## src/rtl/tpe_pkg.sv

```systemverilog
package tpe_pkg;

  localparam int unsigned TIME_BITS_DEF     = 32;
  localparam int unsigned FRACTION_BITS_DEF = 16;

  // Log and exp resolution, Q1.30 working format
  localparam int unsigned LOG_BITS     = 24;
  localparam int unsigned FIX_BITS     = 30;

  // Power factor is unsigned Q8.8
  localparam int unsigned FACTOR_BITS  = 16;
  localparam int unsigned FACTOR_SHIFT = 8;
  localparam logic [FACTOR_BITS-1:0] FACTOR_ONE = 16'd256;

  // Register file
  localparam int unsigned ADDR_BITS = 4;
  localparam int unsigned DATA_BITS = 32;

  typedef enum logic [1:0] {
    REG_REPEAT = 2'd0,
    REG_CURVE  = 2'd1,
    REG_FACTOR = 2'd2
  } reg_idx_e;

  typedef enum logic [1:0] {
    CURVE_LINEAR = 2'd0,
    CURVE_ACCEL  = 2'd1,
    CURVE_DECEL  = 2'd2
  } curve_e;

  typedef struct packed {
    logic                   repeat_mode;
    logic [1:0]             curve_kind;
    logic [FACTOR_BITS-1:0] power_factor;
  } cfg_t;

  // Integer square root, bit-pair method
  function automatic logic [63:0] isqrt64(input logic [63:0] v);
    logic [63:0] rem;
    logic [63:0] root;
    logic [63:0] bit_q;
    rem   = v;
    root  = '0;
    bit_q = 64'h4000_0000_0000_0000;
    for (int i = 0; i < 32; i++) begin
      if (bit_q > rem) bit_q = bit_q >> 2;
    end
    for (int i = 0; i < 32; i++) begin
      if (bit_q != '0) begin
        if (rem >= root + bit_q) begin
          rem  = rem - (root + bit_q);
          root = (root >> 1) + bit_q;
        end else begin
          root = root >> 1;
        end
        bit_q = bit_q >> 2;
      end
    end
    return root;
  endfunction

  // 2^-(2^-idx) in Q1.30 by repeated square roots of one half
  function automatic logic [FIX_BITS:0] exp_coef(input int unsigned idx);
    logic [63:0] c;
    c = 64'd1 << (FIX_BITS - 1);
    for (int i = 0; i < LOG_BITS; i++) begin
      if (i < idx) c = isqrt64(c << FIX_BITS);
    end
    return c[FIX_BITS:0];
  endfunction

endpackage

```

## src/rtl/tpe_cfg.sv

```systemverilog
module tpe_cfg (
  input  logic                           clk_i,
  input  logic                           rst_ni,
  input  logic                           psel_i,
  input  logic                           penable_i,
  input  logic                           pwrite_i,
  input  logic [1:0]                     pindex_i,
  input  logic [tpe_pkg::DATA_BITS-1:0]  pwdata_i,
  output logic [tpe_pkg::DATA_BITS-1:0]  prdata_o,
  output tpe_pkg::cfg_t                  cfg_o
);

  tpe_pkg::cfg_t cfg_q;
  logic          wr;

  assign wr = psel_i & penable_i & pwrite_i;

  // Write on the access phase
  always_ff @(posedge clk_i or negedge rst_ni) begin
    if (!rst_ni) begin
      cfg_q.repeat_mode  <= 1'b0;
      cfg_q.curve_kind   <= tpe_pkg::CURVE_LINEAR;
      cfg_q.power_factor <= tpe_pkg::FACTOR_ONE;
    end else if (wr) begin
      case (pindex_i)
        tpe_pkg::REG_REPEAT: cfg_q.repeat_mode  <= pwdata_i[0];
        tpe_pkg::REG_CURVE:  cfg_q.curve_kind   <= pwdata_i[1:0];
        tpe_pkg::REG_FACTOR: cfg_q.power_factor <= pwdata_i[tpe_pkg::FACTOR_BITS-1:0];
        default: ;
      endcase
    end
  end

  // Read back
  always_comb begin
    case (pindex_i)
      tpe_pkg::REG_REPEAT: prdata_o = tpe_pkg::DATA_BITS'(cfg_q.repeat_mode);
      tpe_pkg::REG_CURVE:  prdata_o = tpe_pkg::DATA_BITS'(cfg_q.curve_kind);
      tpe_pkg::REG_FACTOR: prdata_o = tpe_pkg::DATA_BITS'(cfg_q.power_factor);
      default:             prdata_o = '0;
    endcase
  end

  assign cfg_o = cfg_q;

endmodule

```

## config.mk

```make
export PLATFORM = sky130hd
export DESIGN_NAME = tpe_cfg
export DESIGN_NICKNAME = d
export VERILOG_FILES = /design/src/rtl/tpe_pkg.sv /design/src/rtl/tpe_cfg.sv
export SDC_FILE = /design/constraint.sdc
export NUM_CORES = 1
export LEC_CHECK = 0
export ABC_AREA = 1
export BUFFER_PORTS_ARGS = -buffer_cell sky130_fd_sc_hd__buf_2
export CAP_MARGIN = 40
export CORE_UTILIZATION = 38
export CTS_CLUSTER_DIAMETER = 120
export DETAILED_ROUTE_END_ITERATION = 16
export PLACE_DENSITY = 0.92
export REMOVE_ABC_BUFFERS = 1
export SYNTH_ARGS = -nofsm -noshare
export SYNTH_HDL_FRONTEND = slang
export SYNTH_SLANG_ARGS = --single-unit
```

## constraint.sdc

```tcl
create_clock -name clk_i -period 0.89 [get_ports clk_i]
set_input_delay 0.2225 -clock clk_i [delete_from_list [all_inputs] [get_ports clk_i]]
set_output_delay 0.2225 -clock clk_i [all_outputs]
set_load 0.05 [all_outputs]
```

# Yosys cells after proc, flatten, opt, wreduce, memory -nomap -nowiden
# Cells that the tools add are included.
# Widths: inputs -> output; s select.
[op_classes]
add_sub_neg = 0
multipliers = 0
n_div = 0
magnitude_cmp = 0
eq_ne = 2
shift = 0
mux = 1
bitwise_logic = 2
n_reduce_logical = 4
[op_table]
columns = ["cell", "n"]
rows = [
  ["$pmux 16 s3", 1],
  ["$reduce_and 2->1", 3],
  ["$and 1x1->1", 2],
  ["$eq 2x1->1 const B", 1],
  ["$eq 2x2->1 const B", 1],
  ["$logic_not 2->1", 1],
]
[word_totals]
regBits = 19
latchBits = 0
ram_bits = 0
rom_bits = 0
in_bits = 39
n_memories = 0

# Depth between registers and ports, before layout
# Gate-level depths: netlist of the first run.
[depth]
ltp_word = 3
depth_mapped = 7
mapped_depth_nobuf = 6

# Worst setup path after synthesis of the first run
# No wires, ideal clock.
[synth_path]
path_type = "register -> output"
startpoint = "reg cfg_q, in the netlist cfg_o[8]"
endpoint = "out prdata_o[8] in the netlist's numbering"
arrival_ns = 1.412
slack_ns = -0.745
stages_incl_launch_ff = 3
cell_sequence = "dfstp_2 inv_1 nor2_1"
[synth_via]
elab_chain_cells = 1
[synth_rtl]
columns = ["element", "line_no", "rtl"]
rows = [
  ["from (decl)", "tpe_cfg.sv:13", "tpe_pkg::cfg_t cfg_q;"],
  ["$pmux 16 s3", "tpe_cfg.sv:36", "case (pindex_i)"],
  ["to (decl)", "tpe_cfg.sv:9", "output logic [tpe_pkg::DATA_BITS-1:0] prdata_o,"],
]
# Every way passes these cells.

# Worst setup path in the final report of the first run
# Same ends and word-level chain as after synthesis.

==> flow_summary.json, run 1 <==
{
  "grt_pass1_wl_um": 4190,
  "max_freq_mhz": 729,
  "postRouteAntennaNets": 0,
  "drt-wirelength-per-cell_um": 12.0,
  "pin_count": 90,
  "power_density_mw_per_mm2": 2160,
  "cp_max_fo": 2,
  "intPower_mw": 2.10,
  "power.share.clock": 0.110,
  "setup_viol": 35,
  "largest_reg_flops": 19,
  "h-tree-depth": 1,
  "drt_first_pass_iters": 4,
  "vias": 1139,
  "ys_ff_latch": 19,
  "track_usage": 0.199,
  "share_seq_of_total_power": 0.307,
  "cp.required_ps": 670,
  "start_util": 0.415,
  "worstSetupPathType": "reg -> out",
  "drt_wl_total_um": 3030,
  "dp_hpwl_um": 1780,
  "gr-total-overflow": 0,
  "drt_iter0_drc": 32,
  "grt_pass1_vias": 1037,
  "clk-insertion-delay-late_ps": 290,
  "dp.cells": 237,
  "layout.nets": 263,
  "diodes": 0,
  "rows": 18,
  "fp.dieH_um": 54.9,
  "ys_warn_count": 0,
  "path_cells": "inv_2, nor2_4, buf_8",
  "status": "finished with violations",
  "yosys.cell_types.count": 14,
  "swShare": 0.473,
  "cp_slowest_cell": "dfstp_2",
  "grt_setup_unrepaired": "yes",
  "final_max_slew_viol_count": 0,
  "synth_seq_area_share": 0.448,
  "cts_tree": "yes",
  "cts_buffers": 3,
  "finalClockSkew_ps": 0,
  "maxCapViolCount": 0,
  "syn_area_mm2": 0.00106,
  "n_fill_cell": 200,
  "clockBufferDepth": 2,
  "irDropWorstVdd_v": 0.00152,
  "core_area_mm2": 0.00257,
  "setup.worst_path.start_class": "flip-flop",
  "end_kind": "output port",
  "die_area_mm2": 0.00302,
  "power.total_mw": 3.98,
  "cts_root_buffer": "clkbuf_4",
  "final_layout_size_suffix_gt1_frac": 0.475,
  "drc": 0,
  "worst_slack_ps": -482,
  "viasPerCell": 4.50,
  "clkTransAtPathRegs_ps": 110,
  "final_util": 0.718,
  "avgSynthCellArea_um2": 7.34,
  "cts.sinks": 19,
  "combPwrFrac": 0.583,
  "period_share": 1.54,
  "die_w_um": 54.9,
  "gp_congestion": 0.833,
  "crit_arrival_ps": 1150,
  "finalHoldViolations": 0,
  "io_buffers": 57,
  "antenna_found_initial": 0,
  "power.net_switching_mw": 1.88,
  "synthToLayoutAreaGrowth_pct": 73.1,
  "violations": "negative setup slack",
  "min-delay-path-class": "in -> reg",
  "p_leak_nw": 1.04,
  "grt_max_degree": 20,
  "netlist_instances": 145,
  "final_cells": 253,
  "critPathMaxStageDelay_ps": 560,
  "min_period_ps": 1370
}
[power by group through the flow]
stage / clock network (mW) / registers (mW) / logic (mW)
2_1_floorplan: 0 / 1.81 / 0.589
3_5_place_dp: 0 / 1.19 / 1.62
4_1_cts: 0.446 / 1.21 / 2.01
5_1_grt: 0.490 / 1.24 / 2.45
3_3_place_gp: 0 / 1.18 / 1.60
6_report: 0.436 / 1.22 / 2.32
[cells in the mapped netlist]
| cell | count | area share |
|---|---|---|
| dfstp_2 | 1 | 0.025 |
| nand2_4 | 2 | 0.021 |
| buf_4 | 16 | 0.11 |
| buf_2 | 1 | 0.0047 |
| nor2_4 | 2 | 0.021 |
| conb_1 | 1 | 0.0035 |
| dfrtp_1 | 18 | 0.42 |
| inv_2 | 1 | 0.0035 |
| buf_6 | 2 | 0.021 |
| nor2_1 | 15 | 0.053 |
| inv_1 | 18 | 0.063 |
| o21ai_0 | 2 | 0.0094 |
| nand3_1 | 5 | 0.023 |
| nand2_1 | 61 | 0.22 |
[metrics by stage]
step           TNS (ps)  hold WS, ps  worst slack, ps  area (um2)
3_3_place_gp      -7700          178             -325        1380
6_report         -10860          116             -482        1840
3_5_place_dp      -8200          189             -331        1380
4_1_cts          -10340          111             -494        1680
2_1_floorplan    -10810        -73.1             -745         973
5_1_grt          -12430          120             -535        1840
[cell type report]
type | count | area [um2] | area share
repair buffers | 78 | 748 | 0.406
clock buffers | 4 | 26.3 | 0.0143
multi-input cells | 103 | 483 | 0.262
flip-flops and latches | 19 | 477 | 0.259
inverters | 19 | 71.3 | 0.0387
well taps | 30 | 37.5 | 0.0204
[path summary, 6_finish.rpt]
path,start,slack (ps),cells past startpoint,endpoint
min in group asynchronous,rst_ni,410,2,cfg_o[13]
max in group asynchronous,rst_ni,140,2,cfg_o[8]
hold / removal,pwdata_i[3],120,3,cfg_o[3]
setup / recovery,cfg_o[8],-480,3,prdata_o[8]
setup reg to reg,cfg_o[11],30,4,cfg_o[11]
hold reg to reg,cfg_o[4],530,2,cfg_o[4]
[critical path, delay by kind of cell (launching register included)]
family / cells / cell delay (ps)
DFF: 1 / 560
buffers and inverters: 2 / 200
and+or+nand+nor: 1 / 110
[routing by layer]
layer | share of wire | track usage | vias to the layer above
met2 | 0.55 | 0.390 | 61
met3 | 0.065 | 0.0328 | 10
met1 | 0.35 | 0.202 | 522
li1 | - | - | 546
met4 | 0.037 | 0.0917 | 0
met5 | 0 | 0 | -
[placed cells by master, fill, tap and decap left out]
master	instances
nand3_1	4
conb_1	16
buf_12	1
nor2_2	10
dfrtp_1	18
nand2_2	2
buf_8	11
inv_2	5
nand2_1	59
clkbuf_1	1
nor2_1	2
nand2_4	2
nand3_2	1
nor2_4	5
dlygate4sd3_1	1
o21ai_0	2
buf_6	32
inv_1	14
buf_2	22
buf_4	11
dfstp_2	1
clkbuf_4	3
[kinds of logic after synthesis]
group                  synth area share
and+or+nand+nor                   0.334
buffers and inverters             0.206
DFF                               0.448
AOI/OAI and AO/OA               0.00940
other                           0.00352
[timing repair]
action                     4_1_cts  5_1_grt
hold buffers                     1        0
hold endpoints to repair        18        0
setup buffers                    3        8
pin swaps                       18        4
gates resized for setup         78       34
setup endpoints to repair       35       35
Power figures use the tool's default switching activity.
==> run 2, diff against run 1 <==
- CORE_UTILIZATION: 38 -> 41
- PLACE_DENSITY: 0.92 -> 0.95
- clock period: 0.89 -> 1.8 ns (I/O delays scaled with it)
==> run 2 against run 1 <==
Compared with the run above:
- hold slack worse by 30 ps
- critical path depth is 3 higher
- non-clock buffer count decreased by 19
- sequential power down 53%
- die area is 7.1% lower
- combinational power is 67% lower
- final cell count fell by 7.5%
- worst setup slack better by 570 ps
- register-to-register slack gained 1100 ps
- clock skew unchanged
- routed wire length is 28% lower
- the flow finishes with violations (design-rule violations)
==> flow_summary.json, run 2 (same netlist as run 1, synthesis figures left out) <==
{
  "status": "finished with violations",
  "violations": "design-rule violations",
  "drt_wl_total_um": 2170,
  "power.total_mw": 1.56,
  "intPower_mw": 0.754,
  "grt_pass1_wl_um": 3180,
  "combPwrFrac": 0.498,
  "cp.required_ps": 1350,
  "cts_buffers": 3,
  "pin_count": 90,
  "grt_max_degree": 20,
  "clk-insertion-delay-late_ps": 280,
  "synthToLayoutAreaGrowth_pct": 26.1,
  "start_util": 0.434,
  "io_buffers": 57,
  "antenna_found_initial": 0,
  "irDropWorstVdd_v": 0.000671,
  "finalHoldViolations": 0,
  "share_seq_of_total_power": 0.371,
  "setup.worst_path.start_class": "input pin",
  "gr-total-overflow": 0,
  "post_cts_buffers": 0,
  "n_fill_cell": 257,
  "final_cell_mix": "nand2_1, buf_2, inv_1, dfrtp_1, conb_1",
  "end_kind": "output port",
  "critical_path.top_delay_family": "buffers and inverters",
  "layout_commonest_cell": "nand2_1",
  "cp_max_fo": 10,
  "min-delay-path-class": "in -> async",
  "cts_root_buffer": "clkbuf_4",
  "clkTransAtPathRegs_ps": 100,
  "die_w_um": 53.0,
  "vias": 964,
  "power.share.clock": 0.131,
  "final_max_slew_viol_count": 0,
  "period_share": 0.952,
  "grt_setup_unrepaired": "no",
  "postRouteAntennaNets": 0,
  "p_leak_nw": 0.873,
  "finalInstanceArea_mm2": 0.00134,
  "largest_reg_flops": 19,
  "whs_ps": 85.9,
  "final_layout_size_suffix_gt1_frac": 0.333,
  "maxCapViolCount": 0,
  "grt_pass1_vias": 734,
  "core_area_mm2": 0.00245,
  "path_cells": "buf_2, inv_1, nand2_4, buf_4, nor2_1, buf_2",
  "finalClockSkew_ps": 0,
  "setup_viol": 0,
  "worst-path-buf-inv": 4,
  "worst_slack_ps": 87.0,
  "gp_congestion": 0.808,
  "layout.nets": 244,
  "dp_hpwl_um": 1670,
  "power.net_switching_mw": 0.807,
  "cts.sinks": 19,
  "clockBufferDepth": 2,
  "power_density_mw_per_mm2": 1160,
  "rows": 18,
  "fp.dieH_um": 53.0,
  "crit_arrival_ps": 1260,
  "cp_slowest_cell": "buf_2",
  "drt_iter0_drc": 9,
  "critPathMaxStageDelay_ps": 260,
  "swShare": 0.517,
  "die_area_mm2": 0.00280,
  "dp_slack_ps": 78.0,
  "cpMostUsedCell": "buf_2",
  "track_usage": 0.160,
  "h-tree-depth": 1,
  "dpl_cell_area_mm2": 0.00131,
  "diodes": 0,
  "max_freq_mhz": 584,
  "viasPerCell": 4.12,
  "min_period_ps": 1710,
  "worstSetupPathType": "in -> out",
  "drt-wirelength-per-cell_um": 9.29,
  "cts_tree": "yes",
  "drt_first_pass_iters": 10,
  "drc": 1
}
## run 2: cell types whose count changed in the layout (fill, tap and decap cells not counted), moves of 2 or more
cell      delta
nor2_4       -3
buf_6       -32
buf_4        -9
nand2_2      -2
nor2_2      -10
inv_2        -4
nor2_1      +13
buf_8       -11
nand2_1      +2
clkbuf_4     +2
inv_1        +4
buf_2       +33
## run 2: area by class of cell
class                      instances  area [um2]  share of cell area
sequential                        19         477               0.355
multi-input combinational        103         425               0.317
timing repair buffer              59         305               0.227
inverter                          19        71.3              0.0531
tap                               30        37.5              0.0280
clock buffer                       4        26.3              0.0196
## run 2: stage by stage
stage / TNS [ps] / std cells / util
global placement: 0 / 230 / 0.534
CTS: 0 / 234 / 0.545
global route: 0 / 234 / 0.547
floorplan: -351 / 141 / -
detailed placement: 0 / 230 / 0.534
finish: 0 / 234 / 0.547
## run 2: worst register-to-register path: stages, from the launching register on
cell,delay (ps)
dfstp_2,550
nand2_1,50
nand2_1,70
## run 2: metal layers
metal  vias up  track usage  wire [um]
met4         0       0.0658         13
met1       415        0.181        930
met5         -            0          0
li1        510            -          -
met3         2       0.0316        136
met2        37        0.289       1090
## run 2: final timing paths
path / to / cells after the start / from / slack [ps]
worst max-delay path: prdata_o[8] / 6 / pindex_i[0] / 90
worst min-delay path: cfg_o[2] / 1 / rst_ni / 90
worst max register to register: cfg_o[8] / 2 / cfg_o[8] / 1080
worst min register to register: cfg_o[8] / 2 / cfg_o[8] / 490
max in group asynchronous: cfg_o[8] / 1 / rst_ni / 1390
min in group clk_i: cfg_o[15] / 3 / pwdata_i[15] / 360
## run 2: timing repair
item                                    4_1_cts  5_1_grt
resized for setup                             0        2
endpoints found under the setup margin        0        2
hold buffers                                  0        0
## run 2: power by group through the flow
| stage | sequential (mW) | clock (mW) | combinational, mW |
|---|---|---|---|
| floorplan | 0.896 | 0 | 0.291 |
| finish | 0.579 | 0.205 | 0.777 |
| CTS | 0.580 | 0.215 | 0.780 |
| global route | 0.594 | 0.235 | 0.828 |
| global placement | 0.585 | 0 | 0.769 |
| detailed placement | 0.586 | 0 | 0.781 |
